[config.mk]
export PLATFORM = sky130hd
export DESIGN_NAME = pulse_channel_with_sweep_unit
export DESIGN_NICKNAME = d
export VERILOG_FILES = /design/src/design/pcs_pkg.sv /design/src/design/pcs_cfg_regs.sv /design/src/design/pcs_core.sv /design/src/design/pulse_channel_with_sweep_unit.sv
export VERILOG_INCLUDE_DIRS = /design/src /design/src/design
export SDC_FILE = /design/constraint.sdc
export NUM_CORES = 1
export LEC_CHECK = 0
export BUFFER_PORTS_ARGS = -buffer_cell sky130_fd_sc_hd__buf_4
export CAP_MARGIN = 20
export CORE_MARGIN = 2
export CORE_UTILIZATION = 55
export DETAILED_ROUTE_END_ITERATION = 10
export HOLD_SLACK_MARGIN = 0.15
export PLACE_DENSITY = 0.76
export SYNTH_ARGS = -nofsm -noshare
export SYNTH_HDL_FRONTEND = slang
export SYNTH_SLANG_ARGS = --single-unit
[constraint.sdc]
create_clock -name i_clk -period 5.3 [get_ports i_clk]
set_clock_uncertainty 0.2 [all_clocks]
set_input_delay 0.265 -clock i_clk [delete_from_list [all_inputs] [get_ports i_clk]]
set_output_delay 0.265 -clock i_clk [all_outputs]
set_load 0.05 [all_outputs]
[src/design/assert_macros.svh]
// shared assertion macros for the pulse channel
`ifndef ASSERT_MACROS_SVH
`define ASSERT_MACROS_SVH

// condition holds at every clock edge outside reset
`define PCS_ASSERT_ALWAYS(lbl, clk, rst_n, expr, msg) \
    lbl: assert property (@(posedge clk) disable iff (!rst_n) (expr)) else $error(msg);

// antecedent in this cycle implies consequent in the same cycle
`define PCS_ASSERT_IMPL(lbl, clk, rst_n, ante, cons, msg) \
    lbl: assert property (@(posedge clk) disable iff (!rst_n) (ante) |-> (cons)) \
        else $error(msg);

`endif

[src/design/pcs_pkg.sv]
package pcs_pkg;

    localparam int PCS_CFG_IDX_W  = 4;
    localparam int PCS_CFG_DATA_W = 8;

    localparam logic [7:0]  DIV_MASK_DMG  = 8'h1F;
    localparam logic [7:0]  DIV_MASK_CGB  = 8'h3F;
    localparam logic [11:0] PERIOD_SPAN   = 12'h800;
    localparam logic [6:0]  LENGTH_OFF    = 7'd64;
    localparam logic [1:0]  DUTY_RESET    = 2'd2;

    typedef enum logic {
        MODE_TICK = 1'b0,
        MODE_LOAD = 1'b1
    } t_pcs_mode;

    typedef enum logic [PCS_CFG_IDX_W-1:0] {
        CFG_CGB_MODE      = 4'd0,
        CFG_DUTY_SELECT   = 4'd1,
        CFG_ENVELOPE_PACE = 4'd2,
        CFG_ENVELOPE_UP   = 4'd3,
        CFG_LENGTH_RUN    = 4'd4,
        CFG_SWEEP_PACE    = 4'd5,
        CFG_SWEEP_DOWN    = 4'd6,
        CFG_SWEEP_SHIFT   = 4'd7
    } t_pcs_cfg_idx;

    typedef struct packed {
        t_pcs_mode   mode;
        logic [7:0]  div_value;
        logic [10:0] load_period;
        logic [3:0]  load_volume;
        logic [5:0]  load_length;
    } t_pcs_in;

    typedef struct packed {
        logic signed [14:0] sample;
        logic               channel_on;
        logic [10:0]        period_now;
        logic [2:0]         duty_step;
    } t_pcs_out;

    typedef struct packed {
        logic       cgb_mode;
        logic [1:0] duty_select;
        logic [2:0] envelope_pace;
        logic       envelope_up;
        logic       length_run;
        logic [2:0] sweep_pace;
        logic       sweep_down;
        logic [2:0] sweep_shift;
    } t_pcs_cfg;

    // trunc(volume * 8192 / 15)
    function automatic logic [13:0] vol_mag(input logic [3:0] vol);
        logic [13:0] m;
        case (vol)
            4'd0:    m = 14'd0;
            4'd1:    m = 14'd546;
            4'd2:    m = 14'd1092;
            4'd3:    m = 14'd1638;
            4'd4:    m = 14'd2184;
            4'd5:    m = 14'd2730;
            4'd6:    m = 14'd3276;
            4'd7:    m = 14'd3822;
            4'd8:    m = 14'd4369;
            4'd9:    m = 14'd4915;
            4'd10:   m = 14'd5461;
            4'd11:   m = 14'd6007;
            4'd12:   m = 14'd6553;
            4'd13:   m = 14'd7099;
            4'd14:   m = 14'd7645;
            default: m = 14'd8192;
        endcase
        return m;
    endfunction

    function automatic logic [7:0] duty_mask(input logic [1:0] sel);
        logic [7:0] m;
        case (sel)
            2'd0:    m = 8'h80;
            2'd1:    m = 8'h81;
            2'd2:    m = 8'hE1;
            default: m = 8'h7E;
        endcase
        return m;
    endfunction

    // (2048 - period) * 4, modulo 8192
    function automatic logic [12:0] timer_reload(input logic [10:0] period);
        logic [11:0] diff;
        diff = PERIOD_SPAN - {1'b0, period};
        return {diff[10:0], 2'b00};
    endfunction

endpackage

[src/design/pcs_cfg_regs.sv]
module pcs_cfg_regs (
    input  logic                                i_clk,
    input  logic                                i_rst_n,
    input  logic                                i_cfg_valid,
    output logic                                o_cfg_ready,
    input  logic [pcs_pkg::PCS_CFG_IDX_W-1:0]  i_cfg_index,
    input  logic [pcs_pkg::PCS_CFG_DATA_W-1:0] i_cfg_data,
    output pcs_pkg::t_pcs_cfg                   o_cfg
);
    import pcs_pkg::*;

    t_pcs_cfg r_cfg;

    assign o_cfg_ready = 1'b1;
    assign o_cfg       = r_cfg;

    always_ff @(posedge i_clk) begin
        if (!i_rst_n) begin
            r_cfg <= '{duty_select: DUTY_RESET, default: '0};
        end else if (i_cfg_valid) begin
            case (i_cfg_index)
                CFG_CGB_MODE:      r_cfg.cgb_mode      <= i_cfg_data[0];
                CFG_DUTY_SELECT:   r_cfg.duty_select   <= i_cfg_data[1:0];
                CFG_ENVELOPE_PACE: r_cfg.envelope_pace <= i_cfg_data[2:0];
                CFG_ENVELOPE_UP:   r_cfg.envelope_up   <= i_cfg_data[0];
                CFG_LENGTH_RUN:    r_cfg.length_run    <= i_cfg_data[0];
                CFG_SWEEP_PACE:    r_cfg.sweep_pace    <= i_cfg_data[2:0];
                CFG_SWEEP_DOWN:    r_cfg.sweep_down    <= i_cfg_data[0];
                CFG_SWEEP_SHIFT:   r_cfg.sweep_shift   <= i_cfg_data[2:0];
                default: ;
            endcase
        end
    end

endmodule

[src/design/pcs_core.sv]
`include "assert_macros.svh"

module pcs_core (
    input  logic              i_clk,
    input  logic              i_rst_n,
    input  pcs_pkg::t_pcs_cfg i_cfg,
    input  logic              i_step,
    input  pcs_pkg::t_pcs_in  i_item,
    output pcs_pkg::t_pcs_out o_result
);
    import pcs_pkg::*;

    logic [7:0]  r_last_div,  n_last_div;
    logic [2:0]  r_frame_step, n_frame_step;
    logic [10:0] r_period,    n_period;
    logic [3:0]  r_volume,    n_volume;
    logic [6:0]  r_length,    n_length;
    logic [2:0]  r_env_cnt,   n_env_cnt;
    logic [2:0]  r_sweep_cnt, n_sweep_cnt;
    logic [12:0] r_timer,     n_timer;
    logic [2:0]  r_duty_pos,  n_duty_pos;

    logic        frame_event;
    logic        run_done;
    logic [7:0]  low_mask;
    logic [10:0] sweep_delta;
    logic [11:0] sweep_next;
    logic [14:0] mag_ext;
    logic [7:0]  mask_bits;

    always_comb begin
        n_last_div   = r_last_div;
        n_frame_step = r_frame_step;
        n_period     = r_period;
        n_volume     = r_volume;
        n_length     = r_length;
        n_env_cnt    = r_env_cnt;
        n_sweep_cnt  = r_sweep_cnt;
        n_timer      = r_timer;
        n_duty_pos   = r_duty_pos;
        frame_event  = 1'b0;
        run_done     = 1'b0;
        low_mask     = i_cfg.cgb_mode ? DIV_MASK_CGB : DIV_MASK_DMG;
        sweep_delta  = r_period >> i_cfg.sweep_shift;
        sweep_next   = i_cfg.sweep_down ? ({1'b0, r_period} - {1'b0, sweep_delta})
                                        : ({1'b0, r_period} + {1'b0, sweep_delta});

        if (i_item.mode == MODE_LOAD) begin
            n_period    = i_item.load_period;
            n_volume    = i_item.load_volume;
            n_length    = {1'b0, i_item.load_length};
            n_env_cnt   = i_cfg.envelope_pace;
            n_sweep_cnt = i_cfg.sweep_pace;
            n_timer     = timer_reload(i_item.load_period);
        end else begin
            // frame sequencer follows the divider even while the channel is off
            if (i_item.div_value != r_last_div) begin
                n_last_div = i_item.div_value;
                if ((i_item.div_value & low_mask) == 8'd0) begin
                    n_frame_step = r_frame_step + 3'd1;
                    frame_event  = 1'b1;
                end
            end

            if (!r_length[6]) begin
                if (frame_event) begin
                    if (i_cfg.envelope_pace != 3'd0 && n_frame_step == 3'd0) begin
                        if (r_env_cnt == 3'd0) begin
                            if (i_cfg.envelope_up) begin
                                if (r_volume != 4'd15) n_volume = r_volume + 4'd1;
                            end else begin
                                if (r_volume != 4'd0) n_volume = r_volume - 4'd1;
                            end
                            n_env_cnt = i_cfg.envelope_pace;
                        end else begin
                            n_env_cnt = r_env_cnt - 3'd1;
                        end
                    end
                    if (i_cfg.length_run && !n_frame_step[0]) begin
                        n_length = r_length + 7'd1;
                        if (n_length[6]) begin
                            n_volume = 4'd0;
                            run_done = 1'b1;
                        end
                    end
                    if (!run_done && i_cfg.sweep_pace != 3'd0 && n_frame_step[1:0] == 2'd0) begin
                        if (r_sweep_cnt == 3'd0) begin
                            if (sweep_next[11]) begin
                                n_volume = 4'd0;
                                n_length = LENGTH_OFF;
                            end else begin
                                n_period = sweep_next[10:0];
                            end
                            n_sweep_cnt = i_cfg.sweep_pace;
                        end else begin
                            n_sweep_cnt = r_sweep_cnt - 3'd1;
                        end
                    end
                end
                if (!run_done) begin
                    n_timer = r_timer - 13'd1;
                    if (n_timer == 13'd0) begin
                        n_duty_pos = r_duty_pos + 3'd1;
                        n_timer    = timer_reload(n_period);
                    end
                end
            end
        end
    end

    always_ff @(posedge i_clk) begin
        if (!i_rst_n) begin
            r_last_div   <= '0;
            r_frame_step <= '0;
            r_period     <= '0;
            r_volume     <= '0;
            r_length     <= LENGTH_OFF;
            r_env_cnt    <= '0;
            r_sweep_cnt  <= '0;
            r_timer      <= '0;
            r_duty_pos   <= '0;
        end else if (i_step) begin
            r_last_div   <= n_last_div;
            r_frame_step <= n_frame_step;
            r_period     <= n_period;
            r_volume     <= n_volume;
            r_length     <= n_length;
            r_env_cnt    <= n_env_cnt;
            r_sweep_cnt  <= n_sweep_cnt;
            r_timer      <= n_timer;
            r_duty_pos   <= n_duty_pos;
        end
    end

    // result reflects the state after this item
    always_comb begin
        mag_ext   = {1'b0, vol_mag(n_volume)};
        mask_bits = duty_mask(i_cfg.duty_select);
        o_result.sample     = mask_bits[n_duty_pos] ? mag_ext : (15'd0 - mag_ext);
        o_result.channel_on = !n_length[6];
        o_result.period_now = n_period;
        o_result.duty_step  = n_duty_pos;
    end

    `PCS_ASSERT_ALWAYS(a_len_range, i_clk, i_rst_n, r_length <= LENGTH_OFF, "length count above 64")
    `PCS_ASSERT_IMPL(a_off_silent, i_clk, i_rst_n, r_length[6], r_volume == 4'd0, "volume while off")
    `PCS_ASSERT_IMPL(a_duty_step, i_clk, i_rst_n, $past(i_rst_n) && r_duty_pos != $past(r_duty_pos), r_duty_pos == $past(r_duty_pos) + 3'd1, "duty position skipped")

endmodule

[src/design/pulse_channel_with_sweep_unit.sv]
// an item waits in the input register until it advances, then its result is registered
// one item per cycle unless stalled, all channel state updates in one pass from input register
// a result not taken holds the result register, and a full input register stalls with it
// reset (synchronous, active low): channel off (length 64), all counters zero, duty select 2
module pulse_channel_with_sweep_unit (
    input  logic                                i_clk,
    input  logic                                i_rst_n,
    // configuration writes
    input  logic                                i_cfg_valid,
    output logic                                o_cfg_ready,
    input  logic [pcs_pkg::PCS_CFG_IDX_W-1:0]  i_cfg_index,
    input  logic [pcs_pkg::PCS_CFG_DATA_W-1:0] i_cfg_data,
    // tick or load items
    input  logic                                i_in_valid,
    output logic                                o_in_ready,
    input  pcs_pkg::t_pcs_in                    i_in,
    // one result per item
    output logic                                o_out_valid,
    input  logic                                i_out_ready,
    output pcs_pkg::t_pcs_out                   o_out
);
    import pcs_pkg::*;

    t_pcs_cfg cfg;
    t_pcs_out core_result;

    // input register stage
    logic    r_in_valid;
    t_pcs_in r_in;

    // result register stage
    logic     r_out_valid;
    t_pcs_out r_out;

    // item moves from input register into result register, updating channel state
    logic advance;

    assign advance     = r_in_valid && (!r_out_valid || i_out_ready);
    assign o_in_ready  = !r_in_valid || advance;
    assign o_out_valid = r_out_valid;
    assign o_out       = r_out;

    pcs_cfg_regs u_cfg (
        .i_clk       (i_clk),
        .i_rst_n     (i_rst_n),
        .i_cfg_valid (i_cfg_valid),
        .o_cfg_ready (o_cfg_ready),
        .i_cfg_index (i_cfg_index),
        .i_cfg_data  (i_cfg_data),
        .o_cfg       (cfg)
    );

    pcs_core u_core (
        .i_clk    (i_clk),
        .i_rst_n  (i_rst_n),
        .i_cfg    (cfg),
        .i_step   (advance),
        .i_item   (r_in),
        .o_result (core_result)
    );

    // valid flags
    always_ff @(posedge i_clk) begin
        if (!i_rst_n) begin
            r_in_valid  <= 1'b0;
            r_out_valid <= 1'b0;
        end else begin
            if (o_in_ready) begin
                r_in_valid <= i_in_valid;
            end
            if (advance) begin
                r_out_valid <= 1'b1;
            end else if (i_out_ready) begin
                r_out_valid <= 1'b0;
            end
        end
    end

    // payload registers, no reset needed
    always_ff @(posedge i_clk) begin
        if (i_in_valid && o_in_ready) begin
            r_in <= i_in;
        end
        if (advance) begin
            r_out <= core_result;
        end
    end

endmodule
* Word-level counts from Yosys, hierarchy flattened
Memories as Yosys holds them, arrays and structs flattened.
Index checks and enable logic that the tools add are counted.
** Storage, ports and cells
- Input bits :: 47
- Memories :: 1
- Flip-flop bits (word level) :: 132
- Bits in read-only memories :: 224
** Operators by class
- Order comparisons :: 1
- Shift operators :: 1
- Add/subtract/negate cells :: 13
- Reduce and logical (&&, ||, !) cells :: 42
- Bitwise operators :: 2
- Muxes and demuxes :: 68
- Equality and inequality tests :: 13
** Memory list
- (no name shown) :: words 16, width 14, read ports 1, clocked after memory_dff 0, wr ports 0, RTL line pcs_pkg.sv:57 : case (vol)
** Operator list (count)
- $mux 11 :: 8
- $mux 13 :: 4
- $mux 4 :: 13
- $mux 3 :: 17
- $mux 7 :: 7
- $pmux 8 s3 :: 1
- $sub 1x11->11 const A :: 2
- $reduce_and 2->1 :: 9
- $eq 4x3->1 const B :: 4
- $sub 1x14->15 const A :: 1
- $mux 1 :: 14
- $mux 14 :: 1
- $logic_not 13->1 :: 1
- $sub 13x1->13 const B :: 1
- $add 11x11->12 :: 1
- $mux 12 :: 1
- $sub 11x11->12 :: 1
- $shr 11x3->11 :: 1
- $logic_not 3->1 :: 3
- $reduce_and 3->1 :: 3
- $and 8x8->8 :: 1
- $eq 4x2->1 const B :: 2
- $logic_not 8->1 :: 1
- $ne 8x8->1 :: 1
- 23 further kinds :: 42

* Longest topological paths before layout
- Depth after elaboration :: 24
- Gate-level depth with buffers :: 30

* Modules after synthesis
A second synthesis with hierarchy kept.
** Second synthesis, totals
- Cells, all modules :: 956
- Area, all modules :: 8664.6 sq um
** By module, submodules not included
- pcs_core :: seq. area each 1101.1 sq um, instances 1, area an instance 6094.6 sq um, cells each 821
- pulse_channel_with_sweep_unit :: seq. area each 1841.8 sq um, instances 1, area an instance 1905.6 sq um, cells each 69
- pcs_cfg_regs :: seq. area each 300.3 sq um, instances 1, area an instance 664.4 sq um, cells each 66

* Worst setup path before layout
Ideal clock, no wire load.
- Path kind :: reg2reg
- Start :: register u_cfg.r_cfg (netlist bit u_cfg.o_cfg[1])
- End :: register r_out (netlist bit o_out[27]) (data pin)
- Path slack :: -474 ps
- Buffers on the path :: 3
- Stages on the path, launching flop included :: 27
- Arrival :: 5308 ps
- Required time :: 4834 ps
- Cells stage by stage :: dfxtp_1 -> buf_4 -> buf_6 -> clkbuf_1 -> mux2i_1 -> nor2_1 -> a21oi_1 -> o21a_1 -> ha_1 -> o21ai_0 -> nor3_1 -> nor2_1 -> xnor2_1 -> ha_1 -> a2111oi_0 -> nand2_1 -> a221o_1 -> a31oi_4 -> xnor2_1 -> o211ai_2 -> o31ai_4 -> inv_2 -> o31ai_1 -> ha_1 -> inv_1 -> o311ai_1 -> mux2i_1
** Between the ends
- Longest elaborated chain between the ends :: 12
** RTL lines
- start, declared :: RTL line pcs_cfg_regs.sv:12 : t_pcs_cfg r_cfg;
- $shr 11x3->11 (*) :: RTL line pcs_core.sv:44 : sweep_delta = r_period >> i_cfg.sweep_shift;
- $add 11x11->12 / $sub 11x11->12 (equally long branches) :: RTL line pcs_core.sv:46, pcs_core.sv:45
- $mux 12 (*) :: RTL line pcs_core.sv:45 : sweep_next = i_cfg.sweep_down ? ({1'b0, r_period} - {1'b0, sweep_delta})
- $mux 4 (*) :: RTL line pcs_core.sv:88 : if (sweep_next[11]) begin
- $mux 4 (*) :: RTL line pcs_core.sv:87 : if (r_sweep_cnt == 3'd0) begin
- $mux 4 (*) :: RTL line pcs_core.sv:86 : if (!run_done && i_cfg.sweep_pace != 3'd0 && n_frame_step[1:0] == 2'd0) begin
- $mux 4 (*) :: RTL line pcs_core.sv:66 : if (frame_event) begin
- $mux 4 (*) :: RTL line pcs_core.sv:65 : if (!r_length[6]) begin
- $mux 4 (*) :: RTL line pcs_core.sv:48 : if (i_item.mode == MODE_LOAD) begin
- $mem_v2 16x14 (*)
- $sub 1x14->15 :: RTL line pcs_core.sv:139 : o_result.sample = mask_bits[n_duty_pos] ? mag_ext : (15'd0 - mag_ext);
- $mux 14 (*) :: RTL line pcs_core.sv:139
- end signal, assigned :: RTL line pulse_channel_with_sweep_unit.sv:85 : r_out <= core_result;
- end, declared :: RTL line pulse_channel_with_sweep_unit.sv:33 : t_pcs_out r_out;
Mark *: on every way between the ends. The rest lies on a longest branch, timed or not.
A chain may end at the register's enable or synchronous reset.

* Worst setup path after layout
- Start :: register u_cfg.r_cfg (netlist bit u_cfg.o_cfg[0])
- End :: register r_out (netlist bit o_out[25]) (data pin)
Same word-level chain as after synthesis.

==> summary.txt <==
Status
  – Status: finished clean

Floorplanning
  – Starting Density: 0.562
  – Die span in x: 128 um
  – CORE AREA: 0.0151 mm^2
  – Site Rows: 45
  – Die area: 0.0165 mm^2
  – Die Span Y: 128 um
  – Ports: 80

Routing
  – Routed Antenna Nets: 0
  – First drt pass iteration count: 6
  – # DRC: 0
  – Final wirelength: 22300 um
  – Vias per cell: 5.90
  – WL/cell: 16.8 um
  – Via count: 7846
  – 1st-iter DRT viols: 698

Yosys
  – Avg Cell Area, Syn: 8.66 um^2
  – EDFF count, synth: between 50 and 60
  – Top cell type's share of synthesized area: 0.194
  – Synth Area in Simple Gates: 0.216
  – FF+latch count, synth: 127
  – Async S/R FF share, synth: 0
  – Compound-gate portion of the synthesized area: 0.183
  – XOR/XNOR share of the synthesized area: 0.0629
  – Register area share after synthesis: 0.363
  – Post-synthesis adder-cell area fraction: 0.0435
  – Synth warn: 0
  – Top cells by area, synth: edfxtp_1 19%, dfxtp_1 17%, mux2i_1 6.3%
  – Synth Flop Type: dfxtp_1
  – Synthesized area: 0.00852 mm^2
  – Largest family of logic cells by synthesized area: simple AND/OR/NAND/NOR gates
  – Syn nets: 1059
  – Mux cell area share after synthesis: 0.0793
  – Mapped Cells: slightly below 1000
  – Synth cell types: 89
  – Synth area leader: edfxtp_1

Power and ir drop
  – Sw Share: 0.314
  – Share of total power in combinational logic: 0.262
  – Clk network pwr share: 0.372
  – Total power: around 3 mW
  – Flop pwr share: 0.366
  – Sw Pwr: ~950 uW
  – Pwr/cell area: 283 mW/mm^2
  – Internal power component: 2.08 mW
  – P_leak: 4.13 nW
  – Max IR drop VDD: 0.231 mV

Clock tree
  – Clock transition at path regs: 60 ps
  – TritonCTS buffer count: 17
  – CTS tree: done
  – CTS Buffer Depth: 2
  – Root buf cell: clkbuf_16
  – H-tree depth: 4
  – Clk Latency, worst-skew pair: between 400 and 500 ps
  – CTS Sinks: ~130

STA
  – Maximum operating frequency: 190 MHz
  – Setup_tns: 0 ps
  – Setup repair after global routing missed its margin: yes
  – Rel. slew slack: 0.347
  – Final setup vio count: 0
  – Slew @ Worst Pin: 971 ps
  – Max-slew violations: 0
  – Final hold violations: 0
  – Crit share post-route: 0.994
  – Minimum clock period: 5270 ps
  – Worst Setup Slack, final: between 20 and 30 ps

Flow run
  – Number of max-cap violations: 0

Setup path
  – Crit path cell chain: mux4_2 > nor2_2 > a21o_1 > ha_2 > o21ai_2 > nor3_2 > nor2_1 > xnor2_1 > ha_1 > a2111oi_2 > nand2_1 > a221o_1 > a31oi_4 > xor2_4 > a211oi_2 > a31oi_4 > o31ai_4 > ha_4 > o22ai_1 > mux2_4
  – Buf/Inv on CP: 0
  – Worst EP arrival: 5250 ps
  – CP Max Fanout: 4
  – RR Startpoint: u_cfg.o_cfg[0]$_SDFFE_PN0P_
  – FF-to-FF End: o_out[25]$_DFFE_PP_
  – CP Launch Type: register
  – Critical Path Slowest Stage Cell: mux4_2
  – Family with the most delay on the worst path: compound AO/OA/AOI/OAI gates
  – Largest stage delay, worst path: roughly 530 ps
  – Critical path class: register to register
  – Req. time, crit path: 5280 ps
  – CP endpoint kind: register
  – Worst path most repeated cell: a31oi_4
  – FF-to-FF setup slack: 30 ps
  – Worst Reg-to-Reg Cells: 20

GRT
  – First-pass GRT wire length: 36000 um
  – Initial antenna violation count: 0
  – GRT met3 Usage: 0.0441
  – Grt ovf: 0
  – Vias in the first global route: 7327
  – GR Util met1: 0.378
  – Tot GR Track Use: 0.272
  – Largest net degree at the start of global routing: 71
  – GR Util met2: 0.436
  – Most Crowded Layer GR: met2

Placed design
  – Setup WS pre-CTS: -118 ps
  – GPL Wtd Cong: 0.881
  – Inst Count DP: ~1300
  – Detailed Place HPWL: approximately 15000 um
  – Port bufs: 73

Hold path
  – Hold_sp: i_cfg_valid
  – Worst hold endpoint: u_cfg.o_cfg[3]$_SDFFE_PN0P_
  – Hold path depth: 5
  – Worst hold path class: primary input to register

Final layout
  – Syn-to-layout area delta: 25.7%
  – Ant diodes: 0
  – Fin util: 0.707
  – Final Instance Count excl. Fillers: 1330
  – Layout cell share with drive strength beyond 1: 0.204
  – Fill cells: 1130
  – # nets final: between 1000 and 1500
==> how the worst max path moves through the flow <==
stage	slack, ps	start	cells after the start	end
finish	30	u_cfg.o_cfg[0]$_SDFFE_PN0P_	20	o_out[25]$_DFFE_PP_
detailed placement	-120	u_cfg.o_cfg[0]$_SDFFE_PN0P_	22	o_out[27]$_DFFE_PP_
CTS	3	u_cfg.o_cfg[0]$_SDFFE_PN0P_	24	o_out[27]$_DFFE_PP_
global route	-190	u_cfg.o_cfg[0]$_SDFFE_PN0P_	23	u_core.r_timer[12]$_SDFFE_PN0P_
global placement	-20	u_cfg.o_cfg[0]$_SDFFE_PN0P_	22	o_out[27]$_DFFE_PP_
floorplan	-20	u_cfg.o_cfg[1]$_SDFFE_PN0P_	26	o_out[27]$_DFFE_PP_
==> area by class of cell <==
cell class                      instances  area (um^2)  share of cell area
Multi-Input combinational cell        757         5140               0.480
Inverter                               40          153              0.0143
Sequential cell                       127         3100               0.290
Tap cell                              188          235              0.0220
Clock inverter                         12          108              0.0101
Clock buffer                           20          457              0.0427
Timing Repair Buffer                  186         1510               0.141
==> per-stage QoR <==
step / area [um^2] / hold slack, ps
final: 10700 / 170
after global routing: 10700 / 188
after detailed placement: 9560 / 244
after global placement: 9560 / 243
after floorplan: 8570 / 164
after CTS: 10600 / 162
==> layer usage <==
layer / vias to the layer above / share of wire
met3: 30 / 0.066
li1: 3859 / -
met4: 0 / 0.017
met1: 3667 / 0.45
met2: 290 / 0.47
met5: - / 0
==> state kept, by name, indices dropped and copies added (netlist names) <==
name                 flops
r_in_valid               1
o_out                   25
r_in                    30
u_core.r_env_cnt         3
u_core.r_length          7
u_cfg.o_cfg             15
u_core.r_volume          4
u_core.r_sweep_cnt       3
u_core.r_frame_step      3
u_core.r_duty_pos        3
u_core.r_period         11
u_core.r_last_div        8
o_out_valid              1
u_core.r_timer          13
==> Yosys cell counts (7+ instances only) <==
master    number
nor4_1        12
mux2i_1       54
a21oi_1       64
o21ai_1       11
nor3_1        33
xor2_1        29
nand2_1       97
nor2_1       111
nand2b_1      14
o31ai_1        7
xnor2_1       29
mux2_2         7
nor2b_1       13
a31oi_1       15
o21ai_0       41
ha_1          28
inv_1         37
buf_4          8
nand3_1       21
buf_2          9
dfxtp_1       72
and3_1         9
a211oi_1      12
or3_1         12
nand4_1       10
a21o_1         9
o211ai_1       7
edfxtp_1      55
clkbuf_1      38
==> power groups by stage <==
| stage | clock [mW] | combinational (mW) | sequential, mW |
|---|---|---|---|
| finish | 1.13 | 0.796 | 1.11 |
| floorplan | 0 | 0.496 | 1.15 |
| CTS | 1.13 | 0.764 | 1.11 |
| detailed placement | 0 | 0.727 | 1.13 |
| global placement | 0 | 0.718 | 1.13 |
| global route | 1.19 | 0.867 | 1.11 |
==> what timing repair did <==
item                                   4_1_cts  5_1_grt
endpoints found under the hold margin       56        0
gates resized for setup                      6       23
pin swaps                                    4       23
setup endpoints to repair                    4       26
hold buffers                                44        0
setup buffers                                0        3
==> cells by family after synthesis <==
logic type	count (synthesis)
AND/OR/NAND/NOR	373
XOR/XNOR	59
AO/OA/AOI/OAI	230
adder cells (fa/ha/maj)	29
buffers and inverters	99
flip-flops	127
multiplexers	65
other	1
==> tightest hold or removal path, cell delays in order <==
cell	delay, ps
buf_4	120
nand3b_1	120
nor3b_1	70
mux2i_1	110
nor2_1	70
==> cells in the final DEF, fill, tap and decap left out, types with 13 or more instances in the layout <==
master,netlist,layout
buf_4,8,141
nor2_1,111,110
nand2_1,97,97
dfxtp_1,72,70
a21oi_1,64,64
edfxtp_1,55,55
mux2i_1,54,52
dlygate4sd3_1,0,44
o21ai_0,41,38
inv_1,37,34
nor3_1,33,30
xnor2_1,29,28
xor2_1,29,28
ha_1,28,25
nand3_1,21,21
clkbuf_16,0,17
nand2b_1,14,14
a31oi_1,15,13
o21ai_1,11,13
No activity file was read; power rests on OpenSTA's default activity.
